==> src/rtl/lkv_pkg.sv <==
// Shared types and constants for the LRU key-value cache.
// No dependencies; imported by the front end, the back end and the top level.
package lkv_pkg;

    // default sizes of the store
    localparam int CAPACITY_DEF   = 8;
    localparam int KEY_BITS_DEF   = 32;
    localparam int VALUE_BITS_DEF = 32;

    // port field widths
    localparam int KEY_PORT_BITS   = 32;
    localparam int VALUE_PORT_BITS = 32;

    // queue depths between front, back and result side
    localparam int ITEM_Q_DEPTH = 2;
    localparam int RES_Q_DEPTH  = 4;

    // access codes on the op field
    localparam logic OP_GET = 1'b0;
    localparam logic OP_SET = 1'b1;

    // back end sequencer
    typedef enum logic
    {
        BK_MATCH,
        BK_EXEC
    } back_state_t;

    // one result item
    typedef struct packed
    {
        logic                       hit;
        logic [VALUE_PORT_BITS-1:0] read_value;
    } res_t;

endpackage

==> src/rtl/lkv_ram.sv <==
// Generic single-write, single-read RAM with a registered read port.
// No dependencies; used for the value store.
module lkv_ram #(
    parameter int WIDTH = 32,
    parameter int DEPTH = 8
) (
    input  logic                                   clk,
    input  logic                                   we,
    input  logic [((DEPTH > 1) ? $clog2(DEPTH) : 1)-1:0] waddr,
    input  logic [WIDTH-1:0]                       wdata,
    input  logic                                   re,
    input  logic [((DEPTH > 1) ? $clog2(DEPTH) : 1)-1:0] raddr,
    output logic [WIDTH-1:0]                       rdata
);

    logic [WIDTH-1:0] mem_reg [DEPTH];
    logic [WIDTH-1:0] rdata_reg;

    // write port and registered read port
    always_ff @(posedge clk)
    begin
        if (we)
        begin
            mem_reg[waddr] <= wdata;
        end
        if (re)
        begin
            rdata_reg <= mem_reg[raddr];
        end
    end

    assign rdata = rdata_reg;

endmodule

==> src/rtl/lkv_fifo.sv <==
// Small first-in first-out queue with a fill count.
// No dependencies; used for the item queue and the result queue.
module lkv_fifo #(
    parameter int WIDTH = 8,
    parameter int DEPTH = 2
) (
    input  logic                           clk,
    input  logic                           rst_n,
    input  logic                           push,
    input  logic [WIDTH-1:0]               din,
    output logic                           full,
    input  logic                           pop,
    output logic [WIDTH-1:0]               dout,
    output logic                           empty,
    output logic [$clog2(DEPTH+1)-1:0]     count
);

    localparam int AW   = (DEPTH > 1) ? $clog2(DEPTH) : 1;
    localparam int CNTW = $clog2(DEPTH+1);

    logic [WIDTH-1:0] mem_reg [DEPTH];
    logic [AW-1:0]    wr_ptr_reg, wr_ptr_next;
    logic [AW-1:0]    rd_ptr_reg, rd_ptr_next;
    logic [CNTW-1:0]  count_reg, count_next;
    logic             push_ok, pop_ok;

    assign full    = (count_reg == CNTW'(DEPTH));
    assign empty   = (count_reg == '0);
    assign push_ok = push && !full;
    assign pop_ok  = pop && !empty;
    assign dout    = mem_reg[rd_ptr_reg];
    assign count   = count_reg;

    // pointer and count update
    always_comb
    begin
        wr_ptr_next = wr_ptr_reg;
        rd_ptr_next = rd_ptr_reg;
        count_next  = count_reg;
        if (push_ok)
        begin
            wr_ptr_next = (wr_ptr_reg == AW'(DEPTH-1)) ? '0 : wr_ptr_reg + 1'b1;
        end
        if (pop_ok)
        begin
            rd_ptr_next = (rd_ptr_reg == AW'(DEPTH-1)) ? '0 : rd_ptr_reg + 1'b1;
        end
        if (push_ok && !pop_ok)
        begin
            count_next = count_reg + 1'b1;
        end
        else if (pop_ok && !push_ok)
        begin
            count_next = count_reg - 1'b1;
        end
    end

    always_ff @(posedge clk or negedge rst_n)
    begin
        if (!rst_n)
        begin
            wr_ptr_reg <= '0;
            rd_ptr_reg <= '0;
            count_reg  <= '0;
        end
        else
        begin
            wr_ptr_reg <= wr_ptr_next;
            rd_ptr_reg <= rd_ptr_next;
            count_reg  <= count_next;
        end
    end

    // storage
    always_ff @(posedge clk)
    begin
        if (push_ok)
        begin
            mem_reg[wr_ptr_reg] <= din;
        end
    end

endmodule

==> src/rtl/lkv_front.sv <==
// Front end: takes items in, classifies the access and sizes key and value.
// Depends on lkv_pkg and lkv_fifo.
module lkv_front #(
    parameter int KEY_BITS   = lkv_pkg::KEY_BITS_DEF,
    parameter int VALUE_BITS = lkv_pkg::VALUE_BITS_DEF
) (
    input  logic                                clk,
    input  logic                                rst_n,
    input  logic                                push,
    output logic                                full,
    input  logic                                op,
    input  logic [lkv_pkg::KEY_PORT_BITS-1:0]   lookup_key,
    input  logic [lkv_pkg::VALUE_PORT_BITS-1:0] write_value,
    input  logic                                item_pop,
    output logic                                item_empty,
    output logic                                item_is_set,
    output logic [KEY_BITS-1:0]                 item_key,
    output logic [VALUE_BITS-1:0]               item_value
);

    import lkv_pkg::*;

    localparam int IW = 1 + KEY_BITS + VALUE_BITS;

    logic [63:0]             key_ext, value_ext;
    logic [IW-1:0]           item_in, item_out;
    logic [$clog2(ITEM_Q_DEPTH+1)-1:0] item_count;
    logic                    unused_count;

    // take key and value to their stored widths, zero above the port width
    always_comb
    begin
        key_ext                      = '0;
        value_ext                    = '0;
        key_ext[KEY_PORT_BITS-1:0]   = lookup_key;
        value_ext[VALUE_PORT_BITS-1:0] = write_value;
        item_in = {(op == OP_SET), key_ext[KEY_BITS-1:0], value_ext[VALUE_BITS-1:0]};
    end

    lkv_fifo #(
        .WIDTH (IW),
        .DEPTH (ITEM_Q_DEPTH)
    ) u_item_q (
        .clk   (clk),
        .rst_n (rst_n),
        .push  (push),
        .din   (item_in),
        .full  (full),
        .pop   (item_pop),
        .dout  (item_out),
        .empty (item_empty),
        .count (item_count)
    );

    assign unused_count = ^item_count;

    assign item_is_set = item_out[IW-1];
    assign item_key    = item_out[KEY_BITS+VALUE_BITS-1:VALUE_BITS];
    assign item_value  = item_out[VALUE_BITS-1:0];

endmodule

==> src/rtl/lkv_back.sv <==
// Back end: associative match, LRU rank update, key/valid store and value RAM.
// Depends on lkv_pkg and lkv_ram.
module lkv_back #(
    parameter int CAPACITY   = lkv_pkg::CAPACITY_DEF,
    parameter int KEY_BITS   = lkv_pkg::KEY_BITS_DEF,
    parameter int VALUE_BITS = lkv_pkg::VALUE_BITS_DEF
) (
    input  logic                  clk,
    input  logic                  rst_n,
    input  logic                  item_empty,
    input  logic                  item_is_set,
    input  logic [KEY_BITS-1:0]   item_key,
    input  logic [VALUE_BITS-1:0] item_value,
    output logic                  item_pop,
    input  logic                  res_room,
    output logic                  res_push,
    output lkv_pkg::res_t         res
);

    import lkv_pkg::*;

    localparam int IW = (CAPACITY > 1) ? $clog2(CAPACITY) : 1;

    back_state_t state_reg, state_next;

    // entry store
    logic [KEY_BITS-1:0] key_reg   [CAPACITY];
    logic [IW-1:0]       rank_reg  [CAPACITY];
    logic [IW-1:0]       rank_next [CAPACITY];
    logic [CAPACITY-1:0] valid_reg, valid_next;

    // item held between match and update
    logic                  set_q_reg;
    logic [KEY_BITS-1:0]   key_q_reg;
    logic [VALUE_BITS-1:0] value_q_reg;
    logic [CAPACITY-1:0]   match_reg, free_reg, victim_reg;
    logic [CAPACITY-1:0]   match_next, free_next, victim_next;

    // readback stage
    logic rb_valid_reg, rb_hit_reg, rb_get_hit_reg;

    logic                  start, exec;
    logic                  hit_w, any_free;
    logic                  was_valid;
    logic [CAPACITY-1:0]   tgt_oh;
    logic [IW-1:0]         tgt_idx, old_rank;
    logic                  ram_we, ram_re;
    logic [VALUE_BITS-1:0] ram_rdata;
    logic [63:0]           rdata_ext;

    // next state
    always_comb
    begin
        state_next = state_reg;
        case (state_reg)
            BK_MATCH:
            begin
                if (!item_empty && res_room)
                begin
                    state_next = BK_EXEC;
                end
            end
            BK_EXEC:
            begin
                state_next = BK_MATCH;
            end
            default:
            begin
                state_next = BK_MATCH;
            end
        endcase
    end

    // sequencer outputs
    always_comb
    begin
        start = 1'b0;
        exec  = 1'b0;
        case (state_reg)
            BK_MATCH:
            begin
                start = !item_empty && res_room;
            end
            BK_EXEC:
            begin
                exec = 1'b1;
            end
            default:
            begin
                start = 1'b0;
            end
        endcase
    end

    assign item_pop = start;

    // match cycle: compare all keys, find lowest free entry and LRU victim
    always_comb
    begin
        for (int i = 0; i < CAPACITY; i++)
        begin
            match_next[i]  = valid_reg[i] && (key_reg[i] == item_key);
            victim_next[i] = valid_reg[i] && (rank_reg[i] == IW'(CAPACITY-1));
        end
        free_next = ~valid_reg & (valid_reg + 1'b1);
    end

    // update cycle: choose target entry and work out promotion
    always_comb
    begin
        hit_w    = |match_reg;
        any_free = |free_reg;
        tgt_oh   = hit_w ? match_reg : (any_free ? free_reg : victim_reg);
        tgt_idx  = '0;
        old_rank = '0;
        for (int i = 0; i < CAPACITY; i++)
        begin
            if (tgt_oh[i])
            begin
                tgt_idx  = tgt_idx | IW'(i);
                old_rank = old_rank | rank_reg[i];
            end
        end
        was_valid = hit_w || !any_free;
    end

    // rank and valid next values
    always_comb
    begin
        valid_next = valid_reg;
        for (int i = 0; i < CAPACITY; i++)
        begin
            rank_next[i] = rank_reg[i];
        end
        if (exec && (hit_w || set_q_reg))
        begin
            for (int i = 0; i < CAPACITY; i++)
            begin
                if (tgt_oh[i])
                begin
                    rank_next[i] = '0;
                end
                else if (valid_reg[i] && (!was_valid || (rank_reg[i] < old_rank)))
                begin
                    rank_next[i] = rank_reg[i] + 1'b1;
                end
            end
            if (set_q_reg)
            begin
                valid_next = valid_reg | tgt_oh;
            end
        end
    end

    always_ff @(posedge clk or negedge rst_n)
    begin
        if (!rst_n)
        begin
            state_reg      <= BK_MATCH;
            valid_reg      <= '0;
            rb_valid_reg   <= 1'b0;
            for (int i = 0; i < CAPACITY; i++)
            begin
                rank_reg[i] <= '0;
            end
        end
        else
        begin
            state_reg    <= state_next;
            valid_reg    <= valid_next;
            rb_valid_reg <= exec;
            for (int i = 0; i < CAPACITY; i++)
            begin
                rank_reg[i] <= rank_next[i];
            end
        end
    end

    // payload: held item, match vectors, stored keys, readback flags
    always_ff @(posedge clk)
    begin
        if (start)
        begin
            set_q_reg   <= item_is_set;
            key_q_reg   <= item_key;
            value_q_reg <= item_value;
            match_reg   <= match_next;
            free_reg    <= free_next;
            victim_reg  <= victim_next;
        end
        if (exec && set_q_reg && !hit_w)
        begin
            key_reg[tgt_idx] <= key_q_reg;
        end
        if (exec)
        begin
            rb_hit_reg     <= hit_w;
            rb_get_hit_reg <= hit_w && !set_q_reg;
        end
    end

    // value store: write on every set, read on a get hit
    assign ram_we = exec && set_q_reg;
    assign ram_re = exec && hit_w && !set_q_reg;

    lkv_ram #(
        .WIDTH (VALUE_BITS),
        .DEPTH (CAPACITY)
    ) u_value_ram (
        .clk   (clk),
        .we    (ram_we),
        .waddr (tgt_idx),
        .wdata (value_q_reg),
        .re    (ram_re),
        .raddr (tgt_idx),
        .rdata (ram_rdata)
    );

    // result item, value cut to the port width
    always_comb
    begin
        rdata_ext                 = '0;
        rdata_ext[VALUE_BITS-1:0] = ram_rdata;
        res.hit                   = rb_hit_reg;
        res.read_value            = rb_get_hit_reg ? rdata_ext[VALUE_PORT_BITS-1:0] : '0;
    end

    assign res_push = rb_valid_reg;

endmodule

==> src/rtl/lru_key_value_cache_top.sv <==
// Top level of the fully associative LRU key-value cache.
// Depends on lkv_pkg, lkv_front, lkv_back, lkv_fifo and lkv_ram.

// Fully associative key-value cache of CAPACITY entries with least-recently-used
// replacement. Push a get (op 0) or set (op 1) while full is low; one result per
// item comes out in order on the result queue (hit, read_value) while empty is low,
// taken with pop. The back end works on one item at a time, in a match cycle that
// compares the key against every stored entry and then an update cycle that rewrites the
// recency ranks and writes or reads the value RAM; it takes the next item only after
// that update and only while the result queue has room. Valid marks are cleared by
// reset at once, so the block takes items straight after reset.
module lru_key_value_cache_top #(
    parameter int CAPACITY   = lkv_pkg::CAPACITY_DEF,
    parameter int KEY_BITS   = lkv_pkg::KEY_BITS_DEF,
    parameter int VALUE_BITS = lkv_pkg::VALUE_BITS_DEF
) (
    input  logic                                clk,
    input  logic                                rst_n,
    input  logic                                push,
    output logic                                full,
    input  logic                                op,
    input  logic [lkv_pkg::KEY_PORT_BITS-1:0]   lookup_key,
    input  logic [lkv_pkg::VALUE_PORT_BITS-1:0] write_value,
    output logic                                empty,
    input  logic                                pop,
    output logic                                hit,
    output logic [lkv_pkg::VALUE_PORT_BITS-1:0] read_value
);

    import lkv_pkg::*;

    localparam int RES_CNT_W = $clog2(RES_Q_DEPTH+1);

    logic                  item_pop, item_empty, item_is_set;
    logic [KEY_BITS-1:0]   item_key;
    logic [VALUE_BITS-1:0] item_value;
    logic                  res_push, res_full, res_room;
    res_t                  res_in, res_out;
    logic [RES_CNT_W-1:0]  res_count;

    lkv_front #(
        .KEY_BITS   (KEY_BITS),
        .VALUE_BITS (VALUE_BITS)
    ) u_front (
        .clk         (clk),
        .rst_n       (rst_n),
        .push        (push),
        .full        (full),
        .op          (op),
        .lookup_key  (lookup_key),
        .write_value (write_value),
        .item_pop    (item_pop),
        .item_empty  (item_empty),
        .item_is_set (item_is_set),
        .item_key    (item_key),
        .item_value  (item_value)
    );

    // room for the item in flight plus the new one
    assign res_room = (res_count <= RES_CNT_W'(RES_Q_DEPTH-2));

    lkv_back #(
        .CAPACITY   (CAPACITY),
        .KEY_BITS   (KEY_BITS),
        .VALUE_BITS (VALUE_BITS)
    ) u_back (
        .clk         (clk),
        .rst_n       (rst_n),
        .item_empty  (item_empty),
        .item_is_set (item_is_set),
        .item_key    (item_key),
        .item_value  (item_value),
        .item_pop    (item_pop),
        .res_room    (res_room),
        .res_push    (res_push),
        .res         (res_in)
    );

    lkv_fifo #(
        .WIDTH ($bits(res_t)),
        .DEPTH (RES_Q_DEPTH)
    ) u_res_q (
        .clk   (clk),
        .rst_n (rst_n),
        .push  (res_push),
        .din   (res_in),
        .full  (res_full),
        .pop   (pop),
        .dout  (res_out),
        .empty (empty),
        .count (res_count)
    );

    assign hit        = res_out.hit;
    assign read_value = res_out.read_value;

    // result queue credit must never let a result be dropped
    a_res_no_overflow: assert property (
        @(posedge clk) disable iff (!rst_n) res_push |-> !res_full)
        else $error("result pushed into a full result queue");

    // the back end only takes an item that is there
    a_item_pop_valid: assert property (
        @(posedge clk) disable iff (!rst_n) item_pop |-> !item_empty)
        else $error("item taken from an empty item queue");

    // a taken item yields a result, pushed after the update state and the readback register
    a_item_to_result: assert property (
        @(posedge clk) disable iff (!rst_n) item_pop |=> ##1 res_push)
        else $error("accepted item produced no result");

    // a miss never returns data
    a_miss_zero: assert property (
        @(posedge clk) disable iff (!rst_n)
        (res_push && !res_in.hit) |-> (res_in.read_value == '0))
        else $error("miss result carries a non-zero value");

endmodule
==> config.mk <==
export PLATFORM = sky130hd
export DESIGN_NAME = lru_key_value_cache_top
export DESIGN_NICKNAME = d
export VERILOG_FILES = /design/src/rtl/lkv_pkg.sv /design/src/rtl/lkv_ram.sv /design/src/rtl/lkv_fifo.sv /design/src/rtl/lkv_front.sv /design/src/rtl/lkv_back.sv /design/src/rtl/lru_key_value_cache_top.sv
export SDC_FILE = /design/constraint.sdc
export NUM_CORES = 1
export LEC_CHECK = 0
export BUFFER_PORTS_ARGS = -buffer_cell sky130_fd_sc_hd__buf_2
export CORE_MARGIN = 4
export CORE_UTILIZATION = 35
export CTS_CLUSTER_DIAMETER = 60
export DETAILED_ROUTE_END_ITERATION = 12
export PLACE_DENSITY = 0.6
export SLEW_MARGIN = 0
export SYNTH_ARGS = -nofsm -noshare
export SYNTH_HDL_FRONTEND = slang
export SYNTH_SLANG_ARGS = --single-unit
==> constraint.sdc <==
create_clock -name clk -period 29.9 [get_ports clk]
set_input_delay 2.99 -clock clk [delete_from_list [all_inputs] [get_ports clk]]
set_output_delay 2.99 -clock clk [all_outputs]
set_load 0.05 [all_outputs]
# [Yosys cells after proc, flatten, opt, wreduce, memory -nomap -nowiden]
# Memories as Yosys holds them, arrays and structs flattened. A register that Yosys moved wholly into a read port is not among the register bits.
# Index checks and enable logic that the tools add are counted.
[word_totals] ram_bits=774 register_bits=136 memories=4 out_inout_bits=35 input_bits=69 wordCells=224
[op_classes] n_reduce_logical=84 n_addsub=17 bitwise_logic=11 order_cmp=9 n_mux=54 eq_ne=20
[mem_list] memory="u_back.key_reg" words=8 width=32 rd=8 rd_clocked_by_memory_dff=0 wr=1 line="lkv_back.sv:27" source="logic [KEY_BITS-1:0] key_reg [CAPACITY];"
[mem_list] memory="u_back.u_value_ram.mem_reg" words=8 width=32 rd=1 rd_clocked_by_memory_dff=1 wr=1 line="lkv_ram.sv:16" source="logic [WIDTH-1:0] mem_reg [DEPTH];"
[mem_list] memory="u_res_q.mem_reg" words=4 width=33 rd=1 rd_clocked_by_memory_dff=0 wr=1 line="lkv_fifo.sv:21" source="logic [WIDTH-1:0] mem_reg [DEPTH];"
[mem_list] memory="u_front.u_item_q.mem_reg" words=2 width=65 rd=1 rd_clocked_by_memory_dff=0 wr=1 line="lkv_fifo.sv:21"
[op_table] operator="$eq 32x32->1" n=8
[op_table] operator="$mux 3" n=30
[op_table] operator="$logic_and 1x1->1" n=39
[op_table] operator="$mux 32" n=1
[op_table] operator="$add 3x1->3 const B" n=9
[op_table] operator="$eq 3x3->1 const B" n=9
[op_table] operator="$lt 3x3->1" n=8
[op_table] operator="$or 3x3->3" n=7
[op_table] operator="$reduce_bool 2->1" n=10
[op_table] operator="$reduce_and 2->1" n=9
[op_table] operator="$mux 8" n=2
[op_table] operator="$reduce_or 8->1" n=2
[op_table] operator="$mux 1" n=14
[op_table] operator="$logic_not 1->1" n=12
[op_table] operator="$mux 2" n=6
[op_table] operator="$logic_or 1x1->1" n=10
[op_table] operator="$add 8x1->8 const B" n=1
[op_table] operator="$and 8x8->8" n=1
[op_table] operator="$not 8->8" n=1
[op_table] operator="$or 8x8->8" n=1
[op_table] operator="$add 2x1->2 const B" n=3
[op_table] operator="$eq 2x2->1 const B" n=3
[op_table] operator="$le 3x2->1 const B" n=1
[op_table] operator="$logic_not 3->1" n=1
[op_table] operator="other kinds (6)" n=7

# [Longest topological paths before layout]
[depth] depth_word=23 ltp_mapped=18 depth_no_buf=16

# [Hierarchy]
# Synthesis repeated with hierarchy kept, for this count alone.
[hier_totals] cells_unflattened=1891 hier_area_um2=37393.4
[modules_own_cells] mod="lkv_back" area_per_inst_um2=16343.2 seq_area_each_um2=11270.8 cells_per_inst=1044 n_inst=1
[modules_own_cells] mod="lkv_ram" area_per_inst_um2=10786.6 seq_area_each_um2=8648.3 cells_per_inst=415 n_inst=1
[modules_own_cells] mod="lkv_fifo at u_res_q" area_per_inst_um2=5206.2 seq_area_each_um2=4139.0 cells_per_inst=210 n_inst=1
[modules_own_cells] mod="lkv_fifo at u_front.u_item_q" area_per_inst_um2=5048.6 seq_area_each_um2=4003.8 cells_per_inst=221 n_inst=1
[modules_own_cells] mod="lru_key_value_cache_top" area_per_inst_um2=8.8 seq_area_each_um2=0.0 cells_per_inst=1 n_inst=1

# [Least setup slack after synthesis]
# No wires, ideal clock.
[synth_timing] path_kind="register -> register" from="register u_back.state_reg" to="register u_back.state_reg" arrival_ns=14.865 setup_time_ns=1.555 path_stages_with_launch=3 path_buffers=1 slack_ns=13.480 path_cell_list="dfrtp_1 -> clkbuf_1 -> a2111oi_0"
[synth_via] elab_chain_cells=2
[synth_rtl] item="start, declared" line="lkv_back.sv:24" source="back_state_t state_reg, state_next;"
[synth_rtl] item="start signal, assigned" line="lkv_back.sv:169" source="state_reg <= state_next;"
[synth_rtl] item="$not 1->1"
[synth_rtl] item="$pmux 1 s2 (*)" line="lkv_back.sv:55" source="case (state_reg)"
# Mark *: on every way between the ends. The rest lies on a longest branch, timed or not.
# A chain may end at the register's enable or synchronous reset.

# [Final worst setup path]
[layout_timing] from="register u_res_q.rd_ptr_reg[0]" to="output read_value[21] (netlist name)"
[layout_via] elab_chain_cells=1
[layout_rtl] item="start, declared" line="lkv_fifo.sv:23" source="logic [AW-1:0] rd_ptr_reg, rd_ptr_next;"
[layout_rtl] item="start signal, assigned" line="lkv_fifo.sv:69" source="rd_ptr_reg <= rd_ptr_next;"
[layout_rtl] item="$mem_v2 4x33"
[layout_rtl] item="end, declared" line="lru_key_value_cache_top.sv:27" source="output logic [lkv_pkg::VALUE_PORT_BITS-1:0] read_value"
# No other way between the ends.

==> results list <==
- Dividing total power by cell area gives a power density of 98.4 mW/mm².
* Wire length of the first global-routing pass: 125 mm
* Die boundary height: 331 µm
- Area used by sequential logic in the layout: around 0.028 mm²
* R2R cell count: 8
- Total global routing track utilization: roughly 15%
* Element type at the critical path end: output pin
* Postcts setup bufs: 0
* Chip Width: between 300 and 400 µm
- Synthesis-to-layout area growth: 15.5%
* Time the final worst path needs with I/O delays and setup: 5.36 ns
- Setup repair after global routing missed its margin: no
- GPL Wtd Cong: around 0.84
- Headroom to the max-slew limit came out at between 15 and 20%.
- Clock net sink count: 942
- The H-tree was split into 3 levels.
- IR analysis of the VDD net gives a maximum drop of roughly 0.076 mV.
- Buffers placed on the I/O ports in this run total slightly above 100.
- Initial antenna violation count: 6
* Clock tree buffer depth: 3
* Summed instance area of the synthesized netlist: 0.0365 mm²
- Once detail routing completed, the nets flagged for antenna violations numbered 0.
- The via count of the first global-routing pass is roughly 19000.
* Critical-path maximum fanout: 36
- The final critical path takes up about 18% of the cycle.
* Floorplan core area: 0.103 mm²
* Detailed-route via count: ~19000
- For the worst setup path, the data arrival time is ~2.4 ns.
* # nets final: approximately 2300
- Via density: just over 5
* Static power due to leakage: about 0.014 µW
* Worst Max-Slew Pin Slew: about 1.2 ns
- CTS Root Cell: sky130_fd_sc_hd__clkbuf_16
- In this run the worst hold path is classified as reg2reg.
* CTS tree: built
- Number of stages on the worst hold path: 1
- The number of gates resized after CTS was 0.
* Number of hold violations in the final report: 0
- Status: finished, final reports clean
* CP Data Required Time: approximately 27 ns
- Distinct cell type count after synthesis: 69
- Setup WS post-layout: roughly 25 ns
- Start-to-end type of the worst setup path: reg2out
- Cells with a size suffix above 1 make up roughly a fifth of the layout.
- Max-cap violations in this run came to 0.
- The max-slew violation count came to 0.
* Placed wire-length estimate: ~53 mm
* Flops & latches, synth: 942
- After the first detailed-routing iteration, the DRC count stood at between 1500 and 2000.
* Maximum number of pins on one net before global-route repair: 66
* Count of endpoints failing setup in the final report: 0
- Before CTS, the worst setup slack after placement is around 25 ns.
* Count of flip-flops with a built-in enable after synthesis: between 800 and 900
* Clock slew seen by the registers of the worst setup and hold paths: around 0.060 ns
* DRC errors left: 0
- Global routing finished with a remaining overflow of 0.
- The routed design has 85.3 mm of wire.
- The floorplan step defined a die boundary enclosing about 0.11 mm².
- Once layout is complete, the utilization of the core stands at slightly above 40%.
- Number of CTS-inserted buffers: between 90 and 100
* Mapped Nets: 2087
- The pre-antenna-repair detailed-routing pass consisted of 8 iterations.
- Latest clock arrival within the worst-skew pair: 0.65 ns
- Achievable Freq: between 150 and 200 MHz
- Number of warnings printed during yosys synthesis: 0
- After clock tree synthesis, the flow added hold-fix buffers numbering 0.
- Fin Setup TNS: 0 ns
- Syn Area/Cell: around 18 µm²
- In the final layout, the multi-input gates occupy a little over 0.008 mm².
* Count of boundary I/O pins: around 100
* Filler Cells Inserted: 9170
- Sequential elements use a little under 80% of the synthesized area.
* Startpoint Class: flop
- Maximum clock skew at final layout: approximately 0.026 ns
- Most instantiated flip-flop cell in the synthesis netlist: sky130_fd_sc_hd__edfxtp_1
- For this configuration, the core starts out at a cell density of a little over a third.
- On the final layout, the worst hold slack is 0.500 ns.
- Register-to-register path setup slack: 25.53 ns
* Async S/R FF share, synth: roughly 4.8%
- In the final routed layout, each cell accounts on average for ~23 µm.
- After floorplanning, the core was divided into 118 placement rows.
* Syn Inst Count: 1978
per-stage QoR:
stage               cell area (µm²)  instances  power (µW)
CTS                           42200       3642        4190
detailed placement            39200       3468        3040
finish                        42200       3643        4150
global route                  42200       3642        4340
floorplan                     36500       1978        2640
global placement              39200       3468        3000
critical path: stages (launching register included):
cell	delay, ns
sky130_fd_sc_hd__dfrtp_2	0.34
sky130_fd_sc_hd__buf_4	0.53
sky130_fd_sc_hd__mux4_2	0.59
sky130_fd_sc_hd__buf_2	0.23
cells in the mapped netlist, types with 14 or more instances:
| cell type | number | share of area, % |
|---|---|---|
| sky130_fd_sc_hd__nor4_1 | 30 | 0.51 |
| sky130_fd_sc_hd__a221oi_1 | 18 | 0.43 |
| sky130_fd_sc_hd__inv_1 | 51 | 0.52 |
| sky130_fd_sc_hd__nand4_1 | 58 | 0.99 |
| sky130_fd_sc_hd__ha_1 | 39 | 1.3 |
| sky130_fd_sc_hd__and2_1 | 45 | 0.77 |
| sky130_fd_sc_hd__nand3_1 | 34 | 0.47 |
| sky130_fd_sc_hd__nor2_1 | 45 | 0.46 |
| sky130_fd_sc_hd__a22o_1 | 58 | 1.4 |
| sky130_fd_sc_hd__nand2_1 | 47 | 0.48 |
| sky130_fd_sc_hd__buf_2 | 14 | 0.19 |
| sky130_fd_sc_hd__xnor2_1 | 35 | 0.84 |
| sky130_fd_sc_hd__edfxtp_1 | 897 | 74 |
| sky130_fd_sc_hd__mux2i_2 | 32 | 1.2 |
| sky130_fd_sc_hd__xor2_1 | 229 | 5.5 |
| sky130_fd_sc_hd__mux2_2 | 41 | 1.3 |
| sky130_fd_sc_hd__dfrtp_1 | 45 | 3.1 |
| sky130_fd_sc_hd__clkbuf_1 | 32 | 0.33 |
| sky130_fd_sc_hd__mux4_2 | 33 | 2.0 |
| sky130_fd_sc_hd__a222oi_1 | 49 | 1.3 |
kinds of logic after synthesis:
| logic type | after synthesis | share of synthesized area (%) |
|---|---|---|
| AOI/OAI and AO/OA | 219 | 5.13 |
| xor gates and xnor gates | 264 | 6.33 |
| adders and majority gates | 40 | 1.39 |
| buffers and inverters | 107 | 1.17 |
| DFF | 942 | 76.9 |
| muxes | 106 | 4.51 |
| and+or+nand+nor | 300 | 4.60 |
layout by cell type, fill, tap and decap left out, types with 8 or more instances in the layout:
cell / n
sky130_fd_sc_hd__inv_1: 51
sky130_fd_sc_hd__nor4_1: 28
sky130_fd_sc_hd__xnor2_1: 35
sky130_fd_sc_hd__a31o_2: 8
sky130_fd_sc_hd__a222oi_1: 49
sky130_fd_sc_hd__xor2_1: 229
sky130_fd_sc_hd__mux2i_2: 32
sky130_fd_sc_hd__dfrtp_1: 43
sky130_fd_sc_hd__a22o_1: 58
sky130_fd_sc_hd__nand3_1: 34
sky130_fd_sc_hd__nand4_1: 58
sky130_fd_sc_hd__o21a_1: 9
sky130_fd_sc_hd__clkinv_1: 19
sky130_fd_sc_hd__o21ai_0: 12
sky130_fd_sc_hd__buf_2: 102
sky130_fd_sc_hd__nor2_4: 14
sky130_fd_sc_hd__clkinv_2: 13
sky130_fd_sc_hd__clkbuf_16: 98
sky130_fd_sc_hd__ha_1: 39
sky130_fd_sc_hd__a211oi_1: 8
sky130_fd_sc_hd__mux4_2: 33
sky130_fd_sc_hd__a21oi_1: 10
sky130_fd_sc_hd__mux2_2: 41
sky130_fd_sc_hd__nand2_1: 47
sky130_fd_sc_hd__nor2_1: 32
sky130_fd_sc_hd__clkbuf_1: 23
sky130_fd_sc_hd__edfxtp_1: 897
sky130_fd_sc_hd__a22oi_1: 8
sky130_fd_sc_hd__and2_1: 45
sky130_fd_sc_hd__a221oi_1: 18
sky130_fd_sc_hd__buf_4: 62
power by group:
part / internal (µW) / switching, µW / leakage, µW
Combinational: 360 / 680 / 0.00394
Clock: 657 / 488 / 0.00148
Sequential: 1770 / 199 / 0.00873
routing by layer:
metal  vias up  GRT usage (%)  part of all wire [%]
met5         -              0                 0.040
met1      9570           21.9                    45
met2       721           24.5                    46
met4         4           4.37                   2.3
met3       130           2.83                   6.7
li1       8271              -                     -
layout make-up:
| cell class | count | area share [%] |
|---|---|---|
| antenna | 1 | 0.00593 |
| clock buffer | 125 | 6.15 |
| clock inverter | 49 | 1.00 |
| inverter | 53 | 0.472 |
| multi-input combinational | 929 | 19.4 |
| sequential | 942 | 66.5 |
| tap | 1380 | 4.09 |
| timing repair buffer | 164 | 2.31 |
worst paths after layout:
kind / start / to
worst min-delay path: u_front.u_item_q.count[1] / u_front.u_item_q.count[1]
min in group asynchronous: rst_n / u_back.valid_reg[7]
worst min register to register: u_front.u_item_q.count[1] / u_front.u_item_q.count[1]
max in group asynchronous: rst_n / u_res_q.rd_ptr_reg[0]
worst max register to register: u_back.match_reg[5] / u_back.key_reg[6][12]
worst max-delay path: u_res_q.rd_ptr_reg[0] / read_value[21]
No activity file was read; power rests on OpenSTA's default activity.
